===== src/rtl/qs_pkg.sv =====
// Shared types, constants and the arctangent table of the quaternion slerp block.
// Used by every cell module, the channel interfaces and the top level.
package qs_pkg;

    localparam int FRAC_BITS    = 14;
    localparam int CORDIC_STEPS = 16;
    localparam int SQRT_CELLS   = 31;
    localparam int DIV_BITS     = 48;
    localparam int ANG_W        = 34;
    localparam int CQ_SHL       = (2 * FRAC_BITS < 30) ? 30 - 2 * FRAC_BITS : 0;
    localparam int CQ_SHR       = (2 * FRAC_BITS > 30) ? 2 * FRAC_BITS - 30 : 0;
    localparam int LIMIT_SHL    = 30 - FRAC_BITS;

    typedef logic signed [15:0]      comp_t;
    typedef logic signed [ANG_W-1:0] ang_t;

    localparam ang_t Q30_PI      = 34'sd3373259426;
    localparam ang_t Q30_HALF_PI = 34'sd1686629713;
    localparam ang_t Q30_GAIN    = 34'sd652032874;

    localparam logic [1:0] PATH_FIRST = 2'd0;
    localparam logic [1:0] PATH_AVG   = 2'd1;
    localparam logic [1:0] PATH_BLEND = 2'd2;

    typedef struct packed {
        logic             valid;
        logic [1:0]       path;
        logic             neg;
        comp_t [3:0]      a;
        comp_t [3:0]      b;
        logic [15:0]      t;
        logic [29:0]      cq;
        logic [30:0]      s;
    } side_t;

    typedef struct packed {
        ang_t x;
        ang_t y;
        ang_t z;
    } cordic_t;

    typedef struct packed {
        logic [61:0] rem;
        logic [61:0] root;
    } sqrt_t;

    typedef struct packed {
        logic                neg;
        logic [31:0]         rem;
        logic [DIV_BITS-1:0] num;
        logic [DIV_BITS-1:0] quo;
    } div_t;

    function automatic ang_t atan_entry(logic [4:0] idx);
        ang_t v;
        case (idx)
            5'd0:    v = 34'sh3243F6A8;
            5'd1:    v = 34'sh1DAC6705;
            5'd2:    v = 34'sh0FADBAFC;
            5'd3:    v = 34'sh07F56EA6;
            5'd4:    v = 34'sh03FEAB76;
            5'd5:    v = 34'sh01FFD55B;
            5'd6:    v = 34'sh00FFFAAA;
            5'd7:    v = 34'sh007FFF55;
            5'd8:    v = 34'sh003FFFEA;
            5'd9:    v = 34'sh001FFFFD;
            5'd10:   v = 34'sh000FFFFF;
            5'd11:   v = 34'sh0007FFFF;
            5'd12:   v = 34'sh0003FFFF;
            5'd13:   v = 34'sh0001FFFF;
            5'd14:   v = 34'sh0000FFFF;
            5'd15:   v = 34'sh00007FFF;
            5'd16:   v = 34'sh00003FFF;
            5'd17:   v = 34'sh00001FFF;
            5'd18:   v = 34'sh00000FFF;
            5'd19:   v = 34'sh000007FF;
            5'd20:   v = 34'sh000003FF;
            5'd21:   v = 34'sh000001FF;
            5'd22:   v = 34'sh000000FF;
            5'd23:   v = 34'sh0000007F;
            5'd24:   v = 34'sh0000003F;
            5'd25:   v = 34'sh0000001F;
            5'd26:   v = 34'sh0000000F;
            5'd27:   v = 34'sh00000008;
            5'd28:   v = 34'sh00000004;
            5'd29:   v = 34'sh00000002;
            5'd30:   v = 34'sh00000001;
            default: v = '0;
        endcase
        return v;
    endfunction

endpackage


===== src/rtl/qs_sqrt_cell.sv =====
// One cell of the square root chain: resolves one result bit per cell.
// Depends on qs_pkg.
module qs_sqrt_cell (
    input  logic          clk,
    input  logic          rst_n,
    input  logic          en,
    input  logic [4:0]    idx,
    input  qs_pkg::side_t side_in,
    input  qs_pkg::sqrt_t data_in,
    output qs_pkg::side_t side_out,
    output qs_pkg::sqrt_t data_out
);
    qs_pkg::side_t side_reg;
    qs_pkg::sqrt_t data_reg;
    qs_pkg::sqrt_t data_next;
    logic [5:0]    shamt;
    logic [61:0]   bitv;
    logic [61:0]   trial;

    always_comb
    begin
        shamt = 6'(7'd60 - {1'b0, idx, 1'b0});
        bitv  = 62'd1 << shamt;
        trial = data_in.root + bitv;
        if (data_in.rem >= trial)
        begin
            data_next.rem  = data_in.rem - trial;
            data_next.root = (data_in.root >> 1) + bitv;
        end
        else
        begin
            data_next.rem  = data_in.rem;
            data_next.root = data_in.root >> 1;
        end
    end

    always_ff @(posedge clk or negedge rst_n)
    begin
        if (!rst_n)
        begin
            side_reg <= '0;
        end
        else if (en)
        begin
            side_reg <= side_in;
        end
    end

    always_ff @(posedge clk)
    begin
        if (en)
        begin
            data_reg <= data_next;
        end
    end

    assign side_out = side_reg;
    assign data_out = data_reg;
endmodule


===== config.mk =====
export PLATFORM = sky130hd
export DESIGN_NAME = qs_sqrt_cell
export DESIGN_NICKNAME = d
export VERILOG_FILES = /design/src/rtl/qs_pkg.sv /design/src/rtl/qs_sqrt_cell.sv
export SDC_FILE = /design/constraint.sdc
export NUM_CORES = 1
export LEC_CHECK = 0
export ABC_AREA = 1
export ABC_CLOCK_PERIOD_IN_PS = 800
export BUFFER_PORTS_ARGS = -buffer_cell sky130_fd_sc_hd__buf_2
export CORE_AREA = 2 2 265 267
export CTS_BUF_LIST = sky130_fd_sc_hd__clkbuf_4 sky130_fd_sc_hd__clkbuf_8 sky130_fd_sc_hd__clkbuf_16
export DETAILED_ROUTE_END_ITERATION = 10
export DIE_AREA = 0 0 267 269
export GPL_ROUTABILITY_DRIVEN = 0
export GPL_TIMING_DRIVEN = 1
export PLACE_DENSITY = 0.6
export SETUP_SLACK_MARGIN = 0.05
export SLEW_MARGIN = 10
export SYNTH_ARGS = -nofsm -noshare
export SYNTH_HDL_FRONTEND = slang
export SYNTH_SLANG_ARGS = --single-unit

===== constraint.sdc =====
create_clock -name clk -period 0.8 [get_ports clk]
set_input_delay 0.04 -clock clk [delete_from_list [all_inputs] [get_ports clk]]
set_output_delay 0.04 -clock clk [all_outputs]
set_load 0.02 [all_outputs]

==> results.ini <==
[outcome]
status = complete, but fails checks
failed_checks = hold timing, setup timing

[route]
drtIter0Drc = 2843
routedWlPerCell_um = 20.88
drtPass1Iterations = 5
postRouteAntennaNets = 0
viasPerCell = 5.124
remaining_drc_errors = 0
drt_wl_total_um = 134600
dr_total_vias = 33038

[sta]
slew_violations = 0
fmaxAchievable_mhz = 241.5
hold_viol_final = 8
worst_slack_ns = -3.341
post-route-period-util_pct = 517.6
finalCriticalPeriod_ns = 4.141
rsz0062_at_grt = true
hold_slack_ns = -0.05562
worst_pin_slew_ns = 0.5127
setup_viol = 478
slew_headroom_pct = 65.53
tns_ns = -532.50
finClkSkew_ns = 0

[power_and_ir_drop]
leakage_nw = 22.79
swShare_pct = 34.82
p_comb_share_pct = 40.3
pwr-share-clk_pct = 29.0
p_int_mw = 44.65
netSwitchingPower_mw = 23.85
ir_drop_v = 0.001290
p_per_area_nw_per_um2 = 1453
power_frac_seq_pct = 30.7

[setup_path]
start_kind = input pin
arrival_ns = 4.48
rrSetupSlack_ns = -0.04
cp.required_ns = 1.14
endpoint_kind = flop
endpoint = data_out[23]
cpPeakStageDelay_ns = 0.33
cp_max_fo = 9
crit_type = input pin to flop
rr_worst_depth = 1
slowest_stage = ha_4
crit_path_start = idx[0]
r2r-end = side_out[26]
r2r_start = side_out[26]

[synthesis]
synth_compound_area_share_pct = 10.53
synthMuxAreaShare_pct = 9.141
synthCells = 3420
synth_async_sr_flop_share_pct = 62.76
synth_ff_type = dfrtp_1
syn_area_um2 = 25750
synth-seq-area-share_pct = 34.78
synth_area_per_cell_um2 = 7.528
synth_edf_count = 124
synth_seq_cells = 333
synth_fa_ha_area_share_pct = 5.326
yosys.cell_types.count = 64
synth_nets = 3870
synth_warnings = 0
synth_top_family_by_area = simple AND/OR/NAND/NOR gates
synth-simple-area-share_pct = 28.87
synth_xor_area_share_pct = 3.266

[grt]
grt_overflow = 0
grt_max_degree = 55
grt_pass1_wl_um = 188900
antenna_found_initial = 31
grt_pass1_vias = 32521
grt_usage_pct = 34.89

[floorplanning]
start_util_pct = 37.15
core_um2 = 69300
dieArea_um2 = 71820
io_pins = 674
fp-row-count = 97
die_h_um = 269
die_w_um = 267

[finish]
final_common_cell = buf_4
drive_gt1_share_pct = 53.57
final_cell_mix = buf_4, nand2_1, buf_2
fill_cells = 5367
regArea_um2 = 9090
multi_input_area_um2 = 18150
layout-area-overhead-vs-synth_pct = 83.05
post_layout_nonfiller_instances = 6448
final_nets = 5906

[place]
port_buffers = 673
dpl.hpwl_um = 100300
placed_cells = 5945
dpl_worst_slack_ns = -4.274

[clock_tree]
htree_levels = 2
clock-root-buffer = clkbuf_16
clk_pin_slew_ns = 0.06
cts_tree = built
cts_buffer_depth = 3
cts.sinks = 333
numCtsBuffers = 38
clk_latency_ns = 0.58

[min_path]
hold_path_class = input pin to asynchronous set/reset pin

[job]
maxCapViolations = 0

## layer usage
layer  up-vias  part of all wire (%)  track usage (%)
li1      15356                     -                -
met1     15664                    40            43.85
met4        16                   5.8            17.76
met3       417                   7.8            6.009
met2      1585                    46            57.77
met5         -                 0.077                0
## how the worst min path moves through the flow
stage          start             to  slack, ns
2_1_floorplan  rst_n    side_out[0]      -0.26
3_3_place_gp   rst_n   side_out[46]      -0.06
3_5_place_dp   rst_n   side_out[46]      -0.06
4_1_cts        rst_n   side_out[46]       -0.1
5_1_grt        rst_n  side_out[208]      -0.07
6_report       rst_n   side_out[46]      -0.06
## cell usage after synthesis (27+ instances only)
master / count / area share (%)
nand2_1: 893 / 13
inv_1: 443 / 6.5
nor2_1: 346 / 5.0
dfrtp_1: 209 / 20
mux2_2: 209 / 9.1
o21ai_0: 174 / 3.4
nand3_1: 150 / 2.9
a21oi_1: 133 / 2.6
edfxtp_1: 124 / 14
ha_1: 108 / 5.2
xor2_1: 55 / 1.9
nand2_2: 51 / 1.2
nand4_1: 51 / 1.2
nor3_1: 48 / 0.93
xnor2_1: 41 / 1.4
a31oi_1: 30 / 0.73
clkbuf_1: 29 / 0.42
inv_2: 29 / 0.42
o21ai_1: 29 / 0.56
nand3_2: 27 / 1.0
nand3b_1: 27 / 0.79
## critical path, delay by kind of cell
family	cells	cell delay [ns]
AND/OR/NAND/NOR	19	2.17
adder cells (fa/ha/maj)	4	0.88
XOR/XNOR	1	0.17
AO/OA/AOI/OAI	1	0.11
buffers and inverters	9	1.08
## state kept, by name, summed over array words and instances (netlist names)
name and cells:
side_out 209, data_out 124
## repair_timing
item	4_1_cts	5_1_grt
pin swaps	113	159
hold buffers	301	1
resized for setup	356	479
hold endpoints to repair	517	10
setup endpoints to repair	643	729
cloned	8	13
setup buffers	53	45
## through the flow
stage               power, mW  instance area (um2)  utilization [%]
global route            70.85                47130            68.00
global placement        42.52                38360            55.36
CTS                     65.87                44880            64.76
floorplan               31.66                26900                -
detailed placement      42.71                38360            55.36
finish                  68.50                47130            68.01
## final cells by class
| type | count | area share, % |
|---|---|---|
| multi-input combinational | 2555 | 38.52 |
| timing repair buffer | 2050 | 32.64 |
| sequential | 333 | 19.29 |
| inverter | 477 | 3.905 |
| clock buffer | 53 | 2.498 |
| tap | 940 | 2.496 |
| clock inverter | 17 | 0.4991 |
| antenna | 22 | 0.1168 |
| timing repair inverter | 1 | 0.03451 |
## power groups by stage
stage | combinational, mW | clock (mW) | sequential (mW)
CTS | 24.9 | 20.1 | 20.9
floorplan | 8.06 | 0 | 23.6
global placement | 21.4 | 0 | 21.1
detailed placement | 21.5 | 0 | 21.2
finish | 27.6 | 19.9 | 21.0
global route | 29.0 | 20.7 | 21.2
## cell families (layout without fill, tap and decap cells)
group,count (synthesis),after routing
AO/OA/AOI/OAI,471,471
other,0,22
buffers and inverters,532,2598
AND/OR/NAND/NOR,1670,1670
XOR/XNOR,96,96
flip-flops,333,333
adder cells (fa/ha/maj),109,109
multiplexers,209,209
Power figures use the tool's default switching activity.
