`src/rtl/qs_pkg.sv`:
```
// Shared types, constants and the arctangent table of the quaternion slerp block.
// Used by every cell module, the channel interfaces and the top level.
package qs_pkg;

    localparam int FRAC_BITS    = 14;
    localparam int CORDIC_STEPS = 16;
    localparam int SQRT_CELLS   = 31;
    localparam int DIV_BITS     = 48;
    localparam int ANG_W        = 34;
    localparam int CQ_SHL       = (2 * FRAC_BITS < 30) ? 30 - 2 * FRAC_BITS : 0;
    localparam int CQ_SHR       = (2 * FRAC_BITS > 30) ? 2 * FRAC_BITS - 30 : 0;
    localparam int LIMIT_SHL    = 30 - FRAC_BITS;

    typedef logic signed [15:0]      comp_t;
    typedef logic signed [ANG_W-1:0] ang_t;

    localparam ang_t Q30_PI      = 34'sd3373259426;
    localparam ang_t Q30_HALF_PI = 34'sd1686629713;
    localparam ang_t Q30_GAIN    = 34'sd652032874;

    localparam logic [1:0] PATH_FIRST = 2'd0;
    localparam logic [1:0] PATH_AVG   = 2'd1;
    localparam logic [1:0] PATH_BLEND = 2'd2;

    typedef struct packed {
        logic             valid;
        logic [1:0]       path;
        logic             neg;
        comp_t [3:0]      a;
        comp_t [3:0]      b;
        logic [15:0]      t;
        logic [29:0]      cq;
        logic [30:0]      s;
    } side_t;

    typedef struct packed {
        ang_t x;
        ang_t y;
        ang_t z;
    } cordic_t;

    typedef struct packed {
        logic [61:0] rem;
        logic [61:0] root;
    } sqrt_t;

    typedef struct packed {
        logic                neg;
        logic [31:0]         rem;
        logic [DIV_BITS-1:0] num;
        logic [DIV_BITS-1:0] quo;
    } div_t;

    function automatic ang_t atan_entry(logic [4:0] idx);
        ang_t v;
        case (idx)
            5'd0:    v = 34'sh3243F6A8;
            5'd1:    v = 34'sh1DAC6705;
            5'd2:    v = 34'sh0FADBAFC;
            5'd3:    v = 34'sh07F56EA6;
            5'd4:    v = 34'sh03FEAB76;
            5'd5:    v = 34'sh01FFD55B;
            5'd6:    v = 34'sh00FFFAAA;
            5'd7:    v = 34'sh007FFF55;
            5'd8:    v = 34'sh003FFFEA;
            5'd9:    v = 34'sh001FFFFD;
            5'd10:   v = 34'sh000FFFFF;
            5'd11:   v = 34'sh0007FFFF;
            5'd12:   v = 34'sh0003FFFF;
            5'd13:   v = 34'sh0001FFFF;
            5'd14:   v = 34'sh0000FFFF;
            5'd15:   v = 34'sh00007FFF;
            5'd16:   v = 34'sh00003FFF;
            5'd17:   v = 34'sh00001FFF;
            5'd18:   v = 34'sh00000FFF;
            5'd19:   v = 34'sh000007FF;
            5'd20:   v = 34'sh000003FF;
            5'd21:   v = 34'sh000001FF;
            5'd22:   v = 34'sh000000FF;
            5'd23:   v = 34'sh0000007F;
            5'd24:   v = 34'sh0000003F;
            5'd25:   v = 34'sh0000001F;
            5'd26:   v = 34'sh0000000F;
            5'd27:   v = 34'sh00000008;
            5'd28:   v = 34'sh00000004;
            5'd29:   v = 34'sh00000002;
            5'd30:   v = 34'sh00000001;
            default: v = '0;
        endcase
        return v;
    endfunction

endpackage

```
`src/rtl/qs_sin_cell.sv`:
```
// One rotation CORDIC cell with two lanes, one for each sine of the blend.
// Depends on qs_pkg for the angle table.
module qs_sin_cell (
    input  logic                  clk,
    input  logic                  rst_n,
    input  logic                  en,
    input  logic [4:0]            idx,
    input  qs_pkg::side_t         side_in,
    input  qs_pkg::cordic_t [1:0] data_in,
    output qs_pkg::side_t         side_out,
    output qs_pkg::cordic_t [1:0] data_out
);
    qs_pkg::side_t         side_reg;
    qs_pkg::cordic_t [1:0] data_reg;
    qs_pkg::cordic_t [1:0] data_next;
    qs_pkg::ang_t          x;
    qs_pkg::ang_t          y;
    qs_pkg::ang_t          z;
    qs_pkg::ang_t          dx;
    qs_pkg::ang_t          dy;
    qs_pkg::ang_t          step;

    always_comb
    begin
        step = qs_pkg::atan_entry(idx);
        x    = '0;
        y    = '0;
        z    = '0;
        dx   = '0;
        dy   = '0;
        for (int k = 0; k < 2; k++)
        begin
            x  = data_in[k].x;
            y  = data_in[k].y;
            z  = data_in[k].z;
            dx = y >>> idx;
            dy = x >>> idx;
            if (z >= 0)
            begin
                data_next[k].x = x - dx;
                data_next[k].y = y + dy;
                data_next[k].z = z - step;
            end
            else
            begin
                data_next[k].x = x + dx;
                data_next[k].y = y - dy;
                data_next[k].z = z + step;
            end
        end
    end

    always_ff @(posedge clk or negedge rst_n)
    begin
        if (!rst_n)
        begin
            side_reg <= '0;
        end
        else if (en)
        begin
            side_reg <= side_in;
        end
    end

    always_ff @(posedge clk)
    begin
        if (en)
        begin
            data_reg <= data_next;
        end
    end

    assign side_out = side_reg;
    assign data_out = data_reg;
endmodule

```
`config.mk`:
```
export PLATFORM = sky130hd
export DESIGN_NAME = qs_sin_cell
export DESIGN_NICKNAME = d
export VERILOG_FILES = /design/src/rtl/qs_pkg.sv /design/src/rtl/qs_sin_cell.sv
export SDC_FILE = /design/constraint.sdc
export NUM_CORES = 1
export LEC_CHECK = 0
export BUFFER_PORTS_ARGS = -buffer_cell sky130_fd_sc_hd__buf_4
export CAP_MARGIN = 20
export CORE_AREA = 2 2 329 331
export CTS_CLUSTER_DIAMETER = 100
export CTS_CLUSTER_SIZE = 8
export DETAILED_ROUTE_END_ITERATION = 12
export DIE_AREA = 0 0 331 333
export GPL_TIMING_DRIVEN = 1
export RECOVER_POWER = 100
export SYNTH_ARGS = -nofsm -noshare
export SYNTH_HDL_FRONTEND = slang
export SYNTH_SLANG_ARGS = --single-unit
```
`constraint.sdc`:
```
create_clock -name clk -period 1.3 [get_ports clk]
set_input_delay 0.195 -clock clk [delete_from_list [all_inputs] [get_ports clk]]
set_output_delay 0.195 -clock clk [all_outputs]
set_load 0.02 [all_outputs]
```
==> results_dict.tcl, run 1 <==
set metrics [dict create \
    via_per_inst 5.58 \
    routed-via-count 43700 \
    syn-cell-area_sq_um 37900 \
    combPwrFrac_pct 55.8 \
    drv_cap 0 \
    arrival_ns 5.43 \
    final_net_count 7017 \
    antenna_left 0 \
    finalSetupViolations 933 \
    netlist_top_cells_area "sky130_fd_sc_hd__edfxtp_1 16%, sky130_fd_sc_hd__dfrtp_1 14%, sky130_fd_sc_hd__mux4_2 9.5%, sky130_fd_sc_hd__mux2_2 9.3%, sky130_fd_sc_hd__ha_1 7.0%" \
    worstMarginPinSlew_ns 1.20 \
    switching_share_pct 38.2 \
    power.sequential.fraction_pct 24.6 \
    mappedNetlistNets 4403 \
    cts_buffers 58 \
    worst-r2r-setup-slack_ns 0.21 \
    grt_setup_unrepaired "yes" \
    yosys_warnings 0 \
    max_freq_mhz 199 \
    grt_overflow_total 0 \
    worst_setup_path_startpoint "idx[2]" \
    place.gp.congestion 1.05 \
    grt_pass1_wl_mm 303 \
    maximum_number_of_pins_on_one_net_before_global_route_repair 60 \
    async_reset_ff_share_pct 50.6 \
    timing.setup.tns_ns -635.14 \
    mean_instance_size_in_the_synthesized_netlist_sq_um 10.1 \
    vdd.ir_drop.worst_mv 1.23 \
    leakagePower_nw 29.9 \
    grt_antenna_before_repair 19 \
    end_kind "register" \
    timing.critical_path.required_ns 1.70 \
    grt_pass1_vias 43800 \
    post_cts_hold_buffer_count 211 \
    utilization_pct 61.6 \
    wl_mm 218 \
    cts_tree "yes" \
    failed_checks "negative hold slack, negative setup slack" \
    min-delay-path-class "in -> reg" \
    netlist.area_leader.share_pct 16.2 \
    die-width_microns 331 \
    floorplan.die_area_sq_um 110000 \
    finalNonFillerCells 7831 \
    synth_cell_types 107 \
    ys_seq_area_share_pct 29.9 \
    layout-drive-gt1-share_pct 56.1 \
    drt-pass1-iter-count 8 \
    rows 120 \
    postSynthRegisterBits 413 \
    hpwl_mm 175 \
    timing.critical_path.from_type "primary input" \
    hold_path_startpoint "data_in[136]" \
    run_status "complete, but fails checks" \
    worstSetupPathType "in -> reg" \
    initial_utilization_pct 35.6 \
    number_of_synthesized_flops_with_an_enable_pin 204 \
    worst_slack_ns -3.73 \
    synth_top_flop_cell "sky130_fd_sc_hd__dfrtp_1" \
    ioPinCount 834 \
    pwr_density_cell_nw_per_um2 1120 \
    fin_worst_hold_slack_ns -0.129 \
    fin_crit_ns 5.03 \
    post-route-drc-count 0 \
    ctsHtreeMaxLevel 2 \
    fin_crit_sh_pct 387 \
    slew_headroom_pct 19.6 \
    clock_path_buffers 3 \
    clkTransAtPathRegs_ns 0.05 \
    die_height_microns 333 \
    power.internal_mw 45.5 \
    gr-usage-all-layers_pct 37.6 \
    numPortBuffers 833 \
    clock_sink_count 413 \
    hold_viol 3 \
    syn-instance-count 3765 \
    wl_per_cell_microns 27.8 \
    r2r_start "side_out[94]" \
    drt_iter0_drc 3452 \
    synth_top_area_cell "sky130_fd_sc_hd__edfxtp_1" \
    worst_hold_path.num_cells 2 \
    switching_power_summed_over_all_nets_mw 28.1 \
    root_buffer_cell "sky130_fd_sc_hd__clkbuf_16" \
    floorplan.core_area_sq_um 107000 \
    worst_r2r_path_depth 1 \
    share_of_power_burned_in_the_clock_network_pct 19.6 \
    dp.cells 7333 \
    timing.final.max_slew_violations 0 \
    critPathMaxFanout 8 \
    worst_case_clock_skew_ns 0 \
    worstSkewPairLatency_ns 0.64 \
    syn_to_final_growth_pct 73.3 \
]
-- registers in the layout, indices dropped and copies added (netlist names) --
signal,flops
data_out,204
side_out,209
-- power by group through the flow --
| stage | Clock, mW | Sequential (mW) | Combinational, mW |
|---|---|---|---|
| after CTS | 14.6 | 18.1 | 38.8 |
| after detailed placement | 0 | 18.3 | 36.3 |
| after global routing | 15.2 | 18.3 | 43.2 |
| after floorplan | 0 | 21.0 | 14.5 |
| final | 14.4 | 18.1 | 41.1 |
| after global placement | 0 | 18.2 | 36.2 |
-- cells in the mapped netlist (all sizes together), types with 24 or more instances --
library cell  count
nand3            62
a21o             99
and3             27
a211oi           26
inv              84
nand2           294
and2             32
dfrtp           209
mux4            160
a21oi           247
a22oi            25
o21a             34
clkbuf          105
a31oi            34
xnor2           198
edfxtp          204
buf             102
mux2i           142
o21ai           214
ha              211
xor2            105
mux2            312
nor2b            33
nand2b           66
o22ai            41
o31ai            24
nor2            221
nor3             58
o21bai           27
o211ai           33
-- cell families after synthesis --
kind of cell / Yosys count / share of synthesized area [%]
XOR/XNOR: 303 / 7.00
flip-flops: 413 / 29.9
AO/OA/AOI/OAI: 1003 / 17.6
AND/OR/NAND/NOR: 924 / 12.1
multiplexers: 614 / 22.5
buffers and inverters: 291 / 3.56
adder cells (fa/ha/maj): 217 / 7.28
-- worst paths after layout --
| check | endpoint |
|---|---|
| max in group asynchronous | side_out[79] |
| min in group asynchronous | side_out[178] |
| max reg2reg | side_out[94] |
| min reg2reg | side_out[60] |
| max | data_out[168] |
| min | data_out[136] |
-- routing by layer --
layer  track usage, %  wire length [microns]  share of wire [%]
met1             43.4                  80200                 37
met2             62.1                 102000                 47
met3             7.84                  16900                7.8
met4             26.1                  18900                8.7
met5                0                     52              0.024
-- worst max-delay path, cell delays in order --
cell	delay [ns]
sky130_fd_sc_hd__buf_12	0.12
sky130_fd_sc_hd__mux4_2	0.50
sky130_fd_sc_hd__mux4_2	0.55
sky130_fd_sc_hd__nand2b_4	0.19
sky130_fd_sc_hd__a2111oi_4	0.34
sky130_fd_sc_hd__buf_4	0.21
sky130_fd_sc_hd__nand3_4	0.08
sky130_fd_sc_hd__or4_4	0.50
sky130_fd_sc_hd__or2_4	0.28
sky130_fd_sc_hd__o21ai_2	0.12
sky130_fd_sc_hd__xor2_1	0.16
sky130_fd_sc_hd__ha_1	0.28
sky130_fd_sc_hd__a21o_1	0.17
sky130_fd_sc_hd__a21o_1	0.17
sky130_fd_sc_hd__a221o_1	0.37
sky130_fd_sc_hd__buf_6	0.16
sky130_fd_sc_hd__a211oi_2	0.17
sky130_fd_sc_hd__o31a_1	0.22
sky130_fd_sc_hd__o311a_1	0.20
sky130_fd_sc_hd__nor3_2	0.07
sky130_fd_sc_hd__a21o_1	0.17
sky130_fd_sc_hd__a21oi_2	0.13
sky130_fd_sc_hd__xnor2_1	0.07
-- area by class of cell --
class	count	area, sq um
well taps	1403	1760
fillers	8837	40900
clock inverters	4	63.8
inverters	84	328
repair buffers	2761	22400
clock buffers	91	1600
multi-input cells	3061	28100
flip-flops and latches	413	11400
diodes	14	35.0
-- repair_timing --
action,4_1_cts,5_1_grt
gates resized for setup,300,277
hold endpoints to repair,431,5
cloned,9,0
setup buffers,93,88
pin swaps,108,216
endpoints found under the setup margin,617,617
-- stage by stage --
stage	setup slack [ns]	power [mW]	area [sq um]
6_report	-3.73	73.6	65700
5_1_grt	-3.89	76.7	65700
4_1_cts	-3.62	71.5	63900
3_5_place_dp	-4.54	54.6	57800
3_3_place_gp	-4.49	54.4	57800
2_1_floorplan	-4.03	35.6	38900
-- cell usage in the layout, fill, tap and decap left out, drive strengths merged, types with 24 or more instances in the layout --
cell,count
buf,2531
mux2,312
nand2,294
a21oi,247
nor2,221
o21ai,214
dlygate4sd3,211
ha,211
dfrtp,209
edfxtp,204
xnor2,198
mux4,160
mux2i,142
xor2,105
clkbuf,105
a21o,99
inv,85
nand2b,66
nand3,62
nor3,58
o22ai,41
o21a,34
a31oi,34
o211ai,33
nor2b,33
and2,32
o21bai,27
and3,27
a211oi,26
a22oi,25
o31ai,24
Note: power is estimated with default switching activity, not from simulation.
==> run 2: changes to the inputs <==
--- a/config.mk
+++ b/config.mk
@@ -14,6 +14,7 @@
 export DIE_AREA = 0 0 331 333
 export GPL_TIMING_DRIVEN = 1
 export RECOVER_POWER = 100
+export SKIP_LAST_GASP = 1
 export SYNTH_ARGS = -nofsm -noshare
 export SYNTH_HDL_FRONTEND = slang
 export SYNTH_SLANG_ARGS = --single-unit
==> results_dict.tcl, run 2 (synthesis results as in run 1) <==
set metrics [dict create \
    utilization_pct 62.2 \
    layout-drive-gt1-share_pct 56.6 \
    worstSkewPairLatency_ns 0.64 \
    layout_common_cells "2393 x sky130_fd_sc_hd__buf_4, 299 x sky130_fd_sc_hd__mux2_2, 270 x sky130_fd_sc_hd__nand2_1" \
    vdd.ir_drop.worst_mv 1.28 \
    routed-via-count 43900 \
    ctsHtreeMaxLevel 2 \
    maximum_number_of_pins_on_one_net_before_global_route_repair 60 \
    floorplan.die_area_sq_um 110000 \
    switching_power_summed_over_all_nets_mw 28.4 \
    failed_checks "negative hold slack, negative setup slack" \
    worst_case_clock_skew_ns 0 \
    fin_crit_sh_pct 383 \
    cts_tree "yes" \
    timing.setup.tns_ns -632.20 \
    max_stage_delay_ns 0.52 \
    worstMarginPinSlew_ns 1.19 \
    grt_overflow_total 0 \
    critical_path_buf_inv_count 4 \
    pwr_density_cell_nw_per_um2 1120 \
    arrival_ns 5.39 \
    critPathMaxFanout 8 \
    layout.cells.most_common "sky130_fd_sc_hd__buf_4" \
    die_height_microns 333 \
    dominant_delay_contributor_by_cell_family_on_the_critical_path "compound AO/OA/AOI/OAI gates" \
    numPortBuffers 833 \
    total_power_mw 74.2 \
    clock_sink_count 413 \
    share_of_power_burned_in_the_clock_network_pct 19.4 \
    worstSetupPathType "in -> reg" \
    hpwl_mm 175 \
    syn_to_final_growth_pct 74.8 \
    finalSetupViolations 859 \
    clock_path_buffers 3 \
    globalRouteMet3Util_pct 8.15 \
    timing.critical_path.required_ns 1.70 \
    floorplan.core_area_sq_um 107000 \
    wl_mm 219 \
    leakagePower_nw 30.2 \
    initial_utilization_pct 35.6 \
    drv_cap 0 \
    dpl_worst_slack_ns -4.54 \
    root_buffer_cell "sky130_fd_sc_hd__clkbuf_16" \
    grt_pass1_vias 43800 \
    worst_slack_ns -3.69 \
    wl_per_cell_microns 27.9 \
    timing.final.max_slew_violations 0 \
    fin_crit_ns 4.99 \
    met2_usage_pct 61.7 \
    gr-usage-all-layers_pct 37.6 \
    max_freq_mhz 201 \
    hold_viol 3 \
    grt_setup_unrepaired "yes" \
    place.gp.congestion 1.05 \
    busiest_layer "met2" \
    clkTransAtPathRegs_ns 0.05 \
    slew_headroom_pct 20.5 \
    power.internal_mw 45.8 \
    critical-path-top-cell-by-count "sky130_fd_sc_hd__a21o_1" \
    gr-usage-met1_pct 43.2 \
    flip_flop_count_of_the_largest_register_after_layout 209 \
    run_status "complete, but fails checks" \
    switching_share_pct 38.2 \
    cts_buffers 58 \
    rows 120 \
    fillCellCount 8761 \
    ioPinCount 834 \
    end_kind "register" \
    grt_antenna_before_repair 19 \
    crit_path_top_delay_cell "sky130_fd_sc_hd__mux4_2" \
    die-width_microns 331 \
    grt_pass1_wl_mm 302 \
    drt_iter0_drc 3375 \
    final_net_count 7040 \
    drt-pass1-iter-count 8 \
    via_per_inst 5.60 \
    post_cts_hold_buffer_count 211 \
    min-delay-path-class "in -> reg" \
    post-route-drc-count 0 \
    combPwrFrac_pct 56.1 \
    antenna_left 0 \
    cells_along_the_critical_path "buf_12 -> buf_12 -> mux2_2 -> mux4_2 -> o32a_1 -> a2111oi_4 -> buf_4 -> nand3_4 -> or4_4 -> or2_4 -> o21ai_2 -> xor2_1 -> ha_1 -> a21o_1 -> a21o_1 -> a221o_1 -> buf_6 -> a211oi_2 -> o31a_1 -> o311a_1 -> nor3_2 -> a21o_1 -> a21oi_2 -> xnor2_1" \
    power.sequential.fraction_pct 24.4 \
    fin_worst_hold_slack_ns -0.129 \
    timing.critical_path.from_type "primary input" \
]
run 2: cell count changes in the layout (fill, tap and decap cells not counted), moves of 5 or more:
cell and delta:
sky130_fd_sc_hd__buf_6 +24, sky130_fd_sc_hd__nor2_2 -11, sky130_fd_sc_hd__o21ai_2 +10, sky130_fd_sc_hd__o21ai_0 -9
sky130_fd_sc_hd__buf_4 -8, sky130_fd_sc_hd__nor2_4 +8, sky130_fd_sc_hd__xor2_2 +5
run 2: path summary, 6_finish.rpt:
kind	from	to	slack, ns	cells after the start
max	idx[2]	data_out[168]	-3.69	24
min	data_in[136]	data_out[136]	-0.13	2
max reg2reg	side_out[93]	side_out[93]	0.20	1
min reg2reg	side_out[60]	side_out[60]	0.51	1
max in group asynchronous	rst_n	side_out[79]	0.16	3
min in group asynchronous	rst_n	side_out[178]	0.18	2
run 2: metal layers:
layer / wire length [microns] / share of wire, %
met5: 65 / 0.030
met4: 19200 / 8.8
met3: 17300 / 7.9
met2: 102000 / 47
met1: 80300 / 37
run 2: area by class of cell:
cell class	count	area, sq um	area share (%)
Clock buffer	91	1600	2.41
Tap cell	1403	1760	2.65
Antenna cell	13	32.5	0.0491
Timing Repair Buffer	2784	22800	34.3
Sequential cell	413	11400	17.1
Inverter	84	325	0.491
Multi-Input combinational cell	3061	28400	42.8
Clock inverter	4	63.8	0.0963
run 2: power groups by stage:
stage / clock network (mW) / logic, mW / registers [mW]
after CTS: 14.6 / 38.5 / 18.1
after global routing: 15.2 / 43.8 / 18.3
after global placement: 0 / 36.2 / 18.2
after floorplan: 0 / 14.5 / 21.0
after detailed placement: 0 / 36.3 / 18.3
final: 14.4 / 41.6 / 18.1
run 2: per-stage QoR:
step	cells	instance area (sq um)
final	7853	66300
after CTS	7739	63600
after detailed placement	7333	57800
after global routing	7849	66300
after floorplan	3765	38900
after global placement	7333	57800
run 2: timing repair:
item                                    4_1_cts  5_1_grt
pin swaps                                    88      234
endpoints found under the setup margin      617      617
resized for setup                           225      427
endpoints found under the hold margin       431        5
buffers inserted                             93      111
cloned                                        9        3
