$ cat src/rtl/qs_pkg.sv
// Shared types, constants and the arctangent table of the quaternion slerp block.
// Used by every cell module, the channel interfaces and the top level.
package qs_pkg;

    localparam int FRAC_BITS    = 14;
    localparam int CORDIC_STEPS = 16;
    localparam int SQRT_CELLS   = 31;
    localparam int DIV_BITS     = 48;
    localparam int ANG_W        = 34;
    localparam int CQ_SHL       = (2 * FRAC_BITS < 30) ? 30 - 2 * FRAC_BITS : 0;
    localparam int CQ_SHR       = (2 * FRAC_BITS > 30) ? 2 * FRAC_BITS - 30 : 0;
    localparam int LIMIT_SHL    = 30 - FRAC_BITS;

    typedef logic signed [15:0]      comp_t;
    typedef logic signed [ANG_W-1:0] ang_t;

    localparam ang_t Q30_PI      = 34'sd3373259426;
    localparam ang_t Q30_HALF_PI = 34'sd1686629713;
    localparam ang_t Q30_GAIN    = 34'sd652032874;

    localparam logic [1:0] PATH_FIRST = 2'd0;
    localparam logic [1:0] PATH_AVG   = 2'd1;
    localparam logic [1:0] PATH_BLEND = 2'd2;

    typedef struct packed {
        logic             valid;
        logic [1:0]       path;
        logic             neg;
        comp_t [3:0]      a;
        comp_t [3:0]      b;
        logic [15:0]      t;
        logic [29:0]      cq;
        logic [30:0]      s;
    } side_t;

    typedef struct packed {
        ang_t x;
        ang_t y;
        ang_t z;
    } cordic_t;

    typedef struct packed {
        logic [61:0] rem;
        logic [61:0] root;
    } sqrt_t;

    typedef struct packed {
        logic                neg;
        logic [31:0]         rem;
        logic [DIV_BITS-1:0] num;
        logic [DIV_BITS-1:0] quo;
    } div_t;

    function automatic ang_t atan_entry(logic [4:0] idx);
        ang_t v;
        case (idx)
            5'd0:    v = 34'sh3243F6A8;
            5'd1:    v = 34'sh1DAC6705;
            5'd2:    v = 34'sh0FADBAFC;
            5'd3:    v = 34'sh07F56EA6;
            5'd4:    v = 34'sh03FEAB76;
            5'd5:    v = 34'sh01FFD55B;
            5'd6:    v = 34'sh00FFFAAA;
            5'd7:    v = 34'sh007FFF55;
            5'd8:    v = 34'sh003FFFEA;
            5'd9:    v = 34'sh001FFFFD;
            5'd10:   v = 34'sh000FFFFF;
            5'd11:   v = 34'sh0007FFFF;
            5'd12:   v = 34'sh0003FFFF;
            5'd13:   v = 34'sh0001FFFF;
            5'd14:   v = 34'sh0000FFFF;
            5'd15:   v = 34'sh00007FFF;
            5'd16:   v = 34'sh00003FFF;
            5'd17:   v = 34'sh00001FFF;
            5'd18:   v = 34'sh00000FFF;
            5'd19:   v = 34'sh000007FF;
            5'd20:   v = 34'sh000003FF;
            5'd21:   v = 34'sh000001FF;
            5'd22:   v = 34'sh000000FF;
            5'd23:   v = 34'sh0000007F;
            5'd24:   v = 34'sh0000003F;
            5'd25:   v = 34'sh0000001F;
            5'd26:   v = 34'sh0000000F;
            5'd27:   v = 34'sh00000008;
            5'd28:   v = 34'sh00000004;
            5'd29:   v = 34'sh00000002;
            5'd30:   v = 34'sh00000001;
            default: v = '0;
        endcase
        return v;
    endfunction

endpackage

$ cat src/rtl/qs_div_cell.sv
// One restoring division cell with two lanes: one quotient bit per lane and cell.
// The divisor is the sine of the angle carried in the side band. Depends on qs_pkg.
module qs_div_cell (
    input  logic               clk,
    input  logic               rst_n,
    input  logic               en,
    input  qs_pkg::side_t      side_in,
    input  qs_pkg::div_t [1:0] data_in,
    output qs_pkg::side_t      side_out,
    output qs_pkg::div_t [1:0] data_out
);
    qs_pkg::side_t      side_reg;
    qs_pkg::div_t [1:0] data_reg;
    qs_pkg::div_t [1:0] data_next;
    logic [31:0]        trial;
    logic               hit;

    always_comb
    begin
        trial = '0;
        hit   = 1'b0;
        for (int k = 0; k < 2; k++)
        begin
            trial = {data_in[k].rem[30:0], data_in[k].num[qs_pkg::DIV_BITS-1]};
            hit   = trial >= {1'b0, side_in.s};
            data_next[k].neg = data_in[k].neg;
            data_next[k].rem = hit ? trial - {1'b0, side_in.s} : trial;
            data_next[k].num = data_in[k].num << 1;
            data_next[k].quo = {data_in[k].quo[qs_pkg::DIV_BITS-2:0], hit};
        end
    end

    always_ff @(posedge clk or negedge rst_n)
    begin
        if (!rst_n)
        begin
            side_reg <= '0;
        end
        else if (en)
        begin
            side_reg <= side_in;
        end
    end

    always_ff @(posedge clk)
    begin
        if (en)
        begin
            data_reg <= data_next;
        end
    end

    assign side_out = side_reg;
    assign data_out = data_reg;
endmodule

$ cat config.mk
export PLATFORM = sky130hd
export DESIGN_NAME = qs_div_cell
export DESIGN_NICKNAME = d
export VERILOG_FILES = /design/src/rtl/qs_pkg.sv /design/src/rtl/qs_div_cell.sv
export SDC_FILE = /design/constraint.sdc
export NUM_CORES = 1
export LEC_CHECK = 0
export BUFFER_PORTS_ARGS = -buffer_cell sky130_fd_sc_hd__buf_4
export CORE_AREA = 2 2 362 364
export CTS_BUF_LIST = sky130_fd_sc_hd__clkbuf_8 sky130_fd_sc_hd__clkbuf_16
export CTS_CLUSTER_DIAMETER = 40
export DETAILED_ROUTE_END_ITERATION = 16
export DIE_AREA = 0 0 364 366
export RECOVER_POWER = 100
export SYNTH_ARGS = -nofsm -noshare
export SYNTH_HDL_FRONTEND = slang
export SYNTH_SLANG_ARGS = --single-unit
$ cat constraint.sdc
create_clock -name clk -period 2 [get_ports clk]
set_clock_uncertainty 0.1 [all_clocks]
set_input_delay 0.1 -clock clk [delete_from_list [all_inputs] [get_ports clk]]
set_output_delay 0.1 -clock clk [all_outputs]
set_load 0.02 [all_outputs]
==> results of run 1 <==
## logic make-up after synthesis
group / synth area share [%]
compound gates: 8.082
xor+xnor: 2.132
fa+ha+maj: 4.136
buf+inv: 2.100
flops: 65.50
mux: 12.84
other cells: 0.01901
simple gates: 5.196
## cell type report
cell class / instances / area [um2]
fillers: 13202 / 89410
repair buffers: 1821 / 13680
flip-flops and latches: 465 / 12920
multi-input cells: 809 / 7326
clock buffers: 97 / 2337
well taps: 1742 / 2180
clock inverters: 65 / 885.9
inverters: 50 / 230.2
diodes: 7 / 17.52
## registers in the layout, summed over array words and instances (netlist names)
name / count
data_out: 256
side_out: 209
## path summary, 6_finish.rpt
path / slack (ps) / startpoint / endpoint / cells after the start
worst max-delay path: -230 / side_in[12] / data_out[99]$_DFFE_PP_ / 11
worst max register to register: 540 / side_out[20]$_DFFE_PN0P_ / side_out[20]$_DFFE_PN0P_ / 2
max in group asynchronous: 20 / rst_n / side_out[141]$_DFFE_PN0P_ / 4
worst min register to register: 400 / side_out[36]$_DFFE_PN0P_ / side_out[36]$_DFFE_PN0P_ / 1
min in group asynchronous: 1200 / rst_n / side_out[1]$_DFFE_PN0P_ / 4
worst min-delay path: -360 / data_in[224] / data_out[225]$_DFFE_PP_ / 3
## synthesized netlist by cell type, types with 10 or more instances
cell / n
sky130_fd_sc_hd__mux2_2: 224
sky130_fd_sc_hd__o21ai_0: 33
sky130_fd_sc_hd__dfrtp_1: 209
sky130_fd_sc_hd__xnor2_1: 30
sky130_fd_sc_hd__nand2_1: 49
sky130_fd_sc_hd__nor2_1: 83
sky130_fd_sc_hd__a21oi_1: 102
sky130_fd_sc_hd__inv_1: 48
sky130_fd_sc_hd__nand3_1: 18
sky130_fd_sc_hd__nor3_1: 13
sky130_fd_sc_hd__nand4_1: 13
sky130_fd_sc_hd__ha_1: 62
sky130_fd_sc_hd__xor2_1: 18
sky130_fd_sc_hd__clkbuf_1: 34
sky130_fd_sc_hd__nand2b_1: 11
sky130_fd_sc_hd__edfxtp_1: 256
sky130_fd_sc_hd__a211oi_1: 10
sky130_fd_sc_hd__o21a_1: 10
sky130_fd_sc_hd__a21o_1: 37
## metal layers
layer / GRT usage [%] / share of wire, % / vias to the layer above
met5: 0 / 0.17 / -
met4: 5.761 / 3.7 / 26
met3: 5.839 / 9.0 / 206
met2: 25.25 / 49 / 728
met1: 16.69 / 39 / 9506
li1: - / - / 8859
## through the flow
step	std cells	hold slack, ps	worst slack, ps
6_report	5056	-355.7	-229.8
5_1_grt	5054	-423.0	-253.0
4_1_cts	5027	-443.4	-163.2
3_5_place_dp	4275	-65.63	-1074
3_3_place_gp	4275	-67.19	-1044
2_1_floorplan	1374	-295.6	-752.7
## critical path, stage by stage
cell and delay (ps):
sky130_fd_sc_hd__buf_8 80, sky130_fd_sc_hd__clkinvlp_4 170, sky130_fd_sc_hd__ha_4 330, sky130_fd_sc_hd__and4_4 240
sky130_fd_sc_hd__nand3_4 80, sky130_fd_sc_hd__or4_4 460, sky130_fd_sc_hd__a311oi_4 300, sky130_fd_sc_hd__o211ai_2 160
sky130_fd_sc_hd__nand2_4 160, sky130_fd_sc_hd__buf_12 150, sky130_fd_sc_hd__mux2_4 290
## cell usage in the layout (no fill, tap or decap), types with 10 or more instances in the layout
master and instances:
sky130_fd_sc_hd__dfrtp_1 209, sky130_fd_sc_hd__xnor2_1 30, sky130_fd_sc_hd__a21o_1 36, sky130_fd_sc_hd__ha_4 19, sky130_fd_sc_hd__clkbuf_1 475, sky130_fd_sc_hd__mux2_2 211, sky130_fd_sc_hd__nand2_1 46, sky130_fd_sc_hd__dlygate4sd3_1 593
sky130_fd_sc_hd__ha_1 43, sky130_fd_sc_hd__nand3_1 17, sky130_fd_sc_hd__bufinv_16 15, sky130_fd_sc_hd__edfxtp_1 256, sky130_fd_sc_hd__buf_6 11, sky130_fd_sc_hd__o21a_1 10, sky130_fd_sc_hd__buf_4 507, sky130_fd_sc_hd__xor2_1 18
sky130_fd_sc_hd__nor2_1 58, sky130_fd_sc_hd__buf_12 17, sky130_fd_sc_hd__clkbuf_4 180, sky130_fd_sc_hd__clkbuf_2 25, sky130_fd_sc_hd__inv_6 15, sky130_fd_sc_hd__mux2_4 13, sky130_fd_sc_hd__nand4_1 13, sky130_fd_sc_hd__nor2_2 21
sky130_fd_sc_hd__a21oi_1 54, sky130_fd_sc_hd__a21oi_2 47, sky130_fd_sc_hd__inv_1 43, sky130_fd_sc_hd__o21ai_0 25, sky130_fd_sc_hd__clkbuf_16 91
## power by group
part	internal [mW]	switching [mW]
logic	3.61	4.25
clock network	10.5	5.68
registers	11.2	0.463
total	25.3	10.4
## timing repair
| action | 4_1_cts | 5_1_grt |
|---|---|---|
| pin swaps | 19 | 34 |
| gates cloned | 4 | 2 |
| setup buffers | 10 | 6 |
| gates resized for setup | 72 | 107 |
| endpoints found under the setup margin | 65 | 66 |
| hold buffers | 577 | 18 |
| hold endpoints to repair | 768 | 30 |
==> reports/results.txt, run 1 <==
The run gives -355.7 ps as the worst hold slack. The most used flip-flop cell after synthesis is sky130_fd_sc_hd__edfxtp_1. The proportion of register bits with asynchronous set or reset after synthesis is 44.95%, and the maximum clock path buffer count is 3. Clock-pin slew was measured on the worst setup and hold paths at 50 ps.

For the final routed database, the setup TNS stands at -10680 ps. Total cell area at the placement stage: 31390 um2. In the final layout, the share of cells above drive strength 1 is 39.37%. In this run the static leakage power is 16.29 nW. The share of the Yosys chip area taken by registers is 65.50%. Derived from the worst setup path, the maximum achievable clock frequency is 448.5 MHz. The final setup violation count is 96, and the smallest setup slack after layout is -229.8 ps. At the worst endpoint, the required time is 2310 ps. The floorplan has 132 rows.

The total count of hold-check failures in the final report is 14, and the placer congestion estimate is 0.8725. After technology mapping, the gate count stands at 1373. Total power for the finished layout comes to 35.73 mW.

The number of sinks handled by clock tree synthesis is 465, and the clock latency reported for the late side of the worst-skew pair is 690 ps. First-pass GRT wire length: 143600 um. The worst path uses 111.5% of the clock period.

The net count of the finished layout is 3769. For the total congestion overflow, the log shows 0. The tools report the number of remaining DRC errors as 0. Setup repair after global routing could not meet its margin everywhere.

The mean cell area of the mapped netlist came out at 14.36 um2. The post-synthesis to final-layout area growth works out to 100.7%. The actual slew at the worst max-slew pin works out to 941.5 ps. Once detail routing completed, the nets flagged for antenna violations numbered 0. After detailed routing, the average wire length per cell comes to 20.34 um.

The maximum number of pins on one net before global-route repair came out at 71. The worst setup path is captured at a flip-flop. The logs give 63 for the count of distinct cell types in the synthesized netlist and 15.29% for the effective utilization at floorplan. The number of warnings issued by yosys is 0, and the number of flops mapped to enable cells by yosys is 256. The class of the tightest hold or removal check is input port to flip-flop. The final period demand of the worst path was 2230 ps. The checks that failed: hold timing, setup timing. The die is 364 um wide. The number of DRC markers after the initial detailed-route iteration is 848. The HPWL after detailed placement is 77410 um.

Summing every instance area after synthesis gives 19720 um2. The cell area after layout is 39570 um2. The run gives 5 as the number of search-and-repair iterations in the first detailed-routing pass. Summed over its instances, the top area cell type makes up 38.98% of the synthesized netlist area. The core region is 129000 um2. In this run the worst path has a maximum fanout of 6. The tools report the initial antenna violation count as 31. For the worst slew slack as a fraction of its limit, the log shows 37.23%. TritonCTS built the clock tree.

Clock tree synthesis selected as its root buffer the cell sky130_fd_sc_hd__clkbuf_16. The total die area is 133200 um2. In the routed layout, each cell is associated on average with a via count of 3.822. The max-cap check violation count was 0; the total global routing track utilization was 14.90%. The routed layout has 19325 vias. The flow ran to the end, but the final reports show violations. For this design the ratio of total power to cell area is 902.8 nW/um2. IR analysis of the VDD net gives a maximum drop of 650.0 uV. In this run, synthesis produced a sequential element count of 465. The cell taking the most area after synthesis was sky130_fd_sc_hd__edfxtp_1.

Critical path class: input port to flip-flop. For this run, the share of the core covered by cells in the final layout is 30.68%. The final max-slew violation count was 0; the number of levels in the clock H-tree was 3.

The worst path arrival time was 2540 ps. The worst setup path is launched from an input port. The I/O pin count is 937, and the height of the die is 366 um.

Clock tree synthesis inserted a total of 88 buffers. Wires add up to 102900 um. The run gives 20809 as the via count of the first global-routing pass.

After synthesis, the cell types taking the most area are sky130_fd_sc_hd__edfxtp_1 (39%), sky130_fd_sc_hd__dfrtp_1 (27%), sky130_fd_sc_hd__mux2_2 (13%). The number of port buffers is 930.
Note: power is estimated with default switching activity, not from simulation.
==> run 2, diff against run 1 <==
GPL_TIMING_DRIVEN = 0   (was unset)
==> reports/results.txt, run 2 (synthesized netlist as in run 1, its figures left out) <==
The share of the clock period used by the worst path after layout is 122.1% (+11 points). The total count of hold-check failures in the final report was 25 (+11); the clock latency reported for the late side of the worst-skew pair was 670 ps (-20 ps). The run gives 937 (unchanged) as the I/O pin count.

For the total die area, the log shows 133200 um2 (unchanged). The tree is rooted in a sky130_fd_sc_hd__clkbuf_16. The maximum fanout along the worst path was 6 (unchanged). The height of the die was 366 um (unchanged); the detailed-route vias per instance was 3.817 (-0.15%).

The number of remaining DRC errors is 0 (unchanged). For the placer congestion estimate, the log shows 0.8441 (-3.3%). The critical path class is input port to flip-flop. The half-perimeter wire length of the detailed placement result came out at 76230 um (-1.5%).

The run gives 129000 um2 (unchanged) as the core box area. Number of nets still failing antenna checks after routing: 0 (unchanged). Number of levels in the clock H-tree: 3 (unchanged). The tools report the number of sinks handled by clock tree synthesis as 465 (unchanged). For the final total power, the log shows 35.15 mW (-1.6%).

The total congestion overflow is 0 (unchanged). For the worst IR drop on VDD, the log shows 754.3 uV (+16%). The run gives 2340 ps (+30 ps) as the data required time at the worst endpoint. The proportion of layout cells with a drive suffix above 1 is 35.42% (-3.9 points), and the first-pass GRT wire length is 140400 um (-2.2%). The maximum frequency from static timing analysis came out at 409.4 MHz (-8.7%). The tools report the number of search-and-repair iterations in the first detailed-routing pass as 5 (unchanged). The worst setup path is launched from an input port.

Number of port buffers: 930 (unchanged). The area growth from synthesis to layout is 94.56%. The run gives 18606 (-3.7%) as the overall via count from detail_route. The run gives 15.31 nW (-6.0%) as the leakage power.

The run gives 14.81% (-0.088 points) as the total global routing track utilization. The actual slew at the worst max-slew pin came out at 2040 ps (+1098 ps). For the number of nets in the final layout, the log shows 3580 (-5.0%). The number of buffers created by CTS came out at 92 (+4.5%).

For the cell area after layout, the log shows 38370 um2 (-3.0%). The flow ran to the end, but the final reports show violations. The maximum number of pins on one net before global-route repair came out at 116 (+63%).

The routed length per placed instance was 21.08 um (+3.6%). The run gives 2 (+2) as the max-cap check violation count. The run gives 2780 ps (+240 ps) as the worst path arrival time.

The ratio of total power to cell area is 916.0 nW/um2 (+1.5%), and the final period demand of the worst path is 2443 ps (+212.9 ps). The library cell used most frequently in the layout, excluding fill and tap cells, is sky130_fd_sc_hd__dlygate4sd3_1. For the effective utilization at floorplan, the log shows 15.29% (unchanged). The via count of the first global-routing pass is 20159 (-3.1%). The logs give 29420 um2 (-6.3%) for the total cell area at the placement stage and 838 (-1.2%) for the number of DRC markers after the initial detailed-route iteration. The clock input transition at the sequential cells of the worst setup and hold paths came out at 50 ps (about the same).

The run gives 16.44% (-0.25 points) as the met1 global-route usage. The run gives -359.2 ps (-3.509 ps) as the worst hold slack. In the layout the commonest cells are sky130_fd_sc_hd__dlygate4sd3_1 (591), sky130_fd_sc_hd__clkbuf_1 (491), sky130_fd_sc_hd__buf_4 (305), sky130_fd_sc_hd__edfxtp_1 (256). The run gives 104 (+104) as the final max-slew violation count. In this run the worst hold path is classified as input port to flip-flop.

The met2 track demand over resource in global routing came out at 24.03% (-1.2 points). The horizontal die dimension is 364 um (unchanged), and the count of standard-cell rows is 132 (unchanged). The run gives 102800 um (about the same) as the final routed wirelength across all metal layers. TritonCTS built the clock tree. The tools report the aggregate negative setup slack as -69020 ps (-58340 ps). The final setup violation count is 302 (+210%), and the worst slew slack as a fraction of its limit is -35.99% (-73 points). The final reports fail on hold timing, capacitance limit, slew limit, setup timing. The smallest setup slack after layout was -442.7 ps (-212.9 ps). The flip-flop count of the largest register after layout was 256 (unchanged); the global routing usage on met3 was 6.244% (+0.40 points).

The initial antenna violation count was 38 (+23%). The category of the worst setup path capture point was a flip-flop. The most used routing layer was met2. The maximum clock path buffer count was 3 (unchanged). Setup repair after global routing could not meet its margin everywhere.
run 2: repair_timing:
action / in CTS / in global routing
setup endpoints to repair: 196 / 191
pin swaps: 37 / 5
resized for setup: 182 / 36
buffers inserted: 47 / 5
gates cloned: 6 / 1
hold endpoints to repair: 610 / 91
hold buffers: 575 / 21
run 2: report_power, final:
group	internal (mW)	leakage (nW)	total (mW)	switching (mW)
Sequential	11.2	4.95	11.7	0.458
Combinational	3.27	8.76	7.48	4.22
Clock	9.97	1.60	16.0	6.01
run 2: worst paths after layout:
path | from | to | slack, ps | cells after the start
max | data_in[237] | data_out[254]$_DFFE_PP_ | -440 | 14
min | data_in[98] | data_out[99]$_DFFE_PP_ | -360 | 2
max reg2reg | side_out[1]$_DFFE_PN0P_ | side_out[1]$_DFFE_PN0P_ | 580 | 2
min reg2reg | side_out[53]$_DFFE_PN0P_ | side_out[53]$_DFFE_PN0P_ | 400 | 1
max in group asynchronous | rst_n | side_out[133]$_DFFE_PN0P_ | -280 | 5
min in group asynchronous | rst_n | side_out[5]$_DFFE_PN0P_ | 900 | 4
run 2: worst max-delay path, cell delays in order:
cell,delay [ps]
sky130_fd_sc_hd__buf_4,100
sky130_fd_sc_hd__dlygate4sd3_1,600
sky130_fd_sc_hd__ha_4,260
sky130_fd_sc_hd__a21o_1,170
sky130_fd_sc_hd__a21o_1,190
sky130_fd_sc_hd__a21o_1,210
sky130_fd_sc_hd__nand2_1,80
sky130_fd_sc_hd__o211a_1,180
sky130_fd_sc_hd__o31a_1,140
sky130_fd_sc_hd__buf_6,130
sky130_fd_sc_hd__inv_8,40
sky130_fd_sc_hd__buf_12,110
sky130_fd_sc_hd__buf_16,130
sky130_fd_sc_hd__mux2_4,320
run 2: cell type report:
| class | count | area, um2 |
|---|---|---|
| Clock buffer | 98 | 2385 |
| Fill cell | 13304 | 90620 |
| Clock inverter | 75 | 873.3 |
| Tap cell | 1742 | 2180 |
| Inverter | 50 | 261.5 |
| Sequential cell | 465 | 12920 |
| Antenna cell | 8 | 20.02 |
| Buffer | 42 | 335.3 |
| Multi-Input combinational cell | 809 | 7478 |
| Timing Repair Buffer | 1586 | 11920 |
run 2: through the flow:
step / utilization, % / cells / setup WS, ps
5_1_grt: 29.74 / 4871 / -477.9
3_3_place_gp: 22.71 / 4046 / -3286
6_report: 29.75 / 4875 / -442.7
2_1_floorplan: - / 1374 / -752.7
3_5_place_dp: 22.81 / 4050 / -1800
4_1_cts: 30.88 / 4844 / -358.8
run 2: per-layer routing:
| layer | wire length [um] | share of wire, % |
|---|---|---|
| met1 | 39390 | 38 |
| met3 | 10010 | 9.7 |
| met2 | 47990 | 47 |
| met5 | 238 | 0.23 |
| met4 | 5138 | 5.0 |
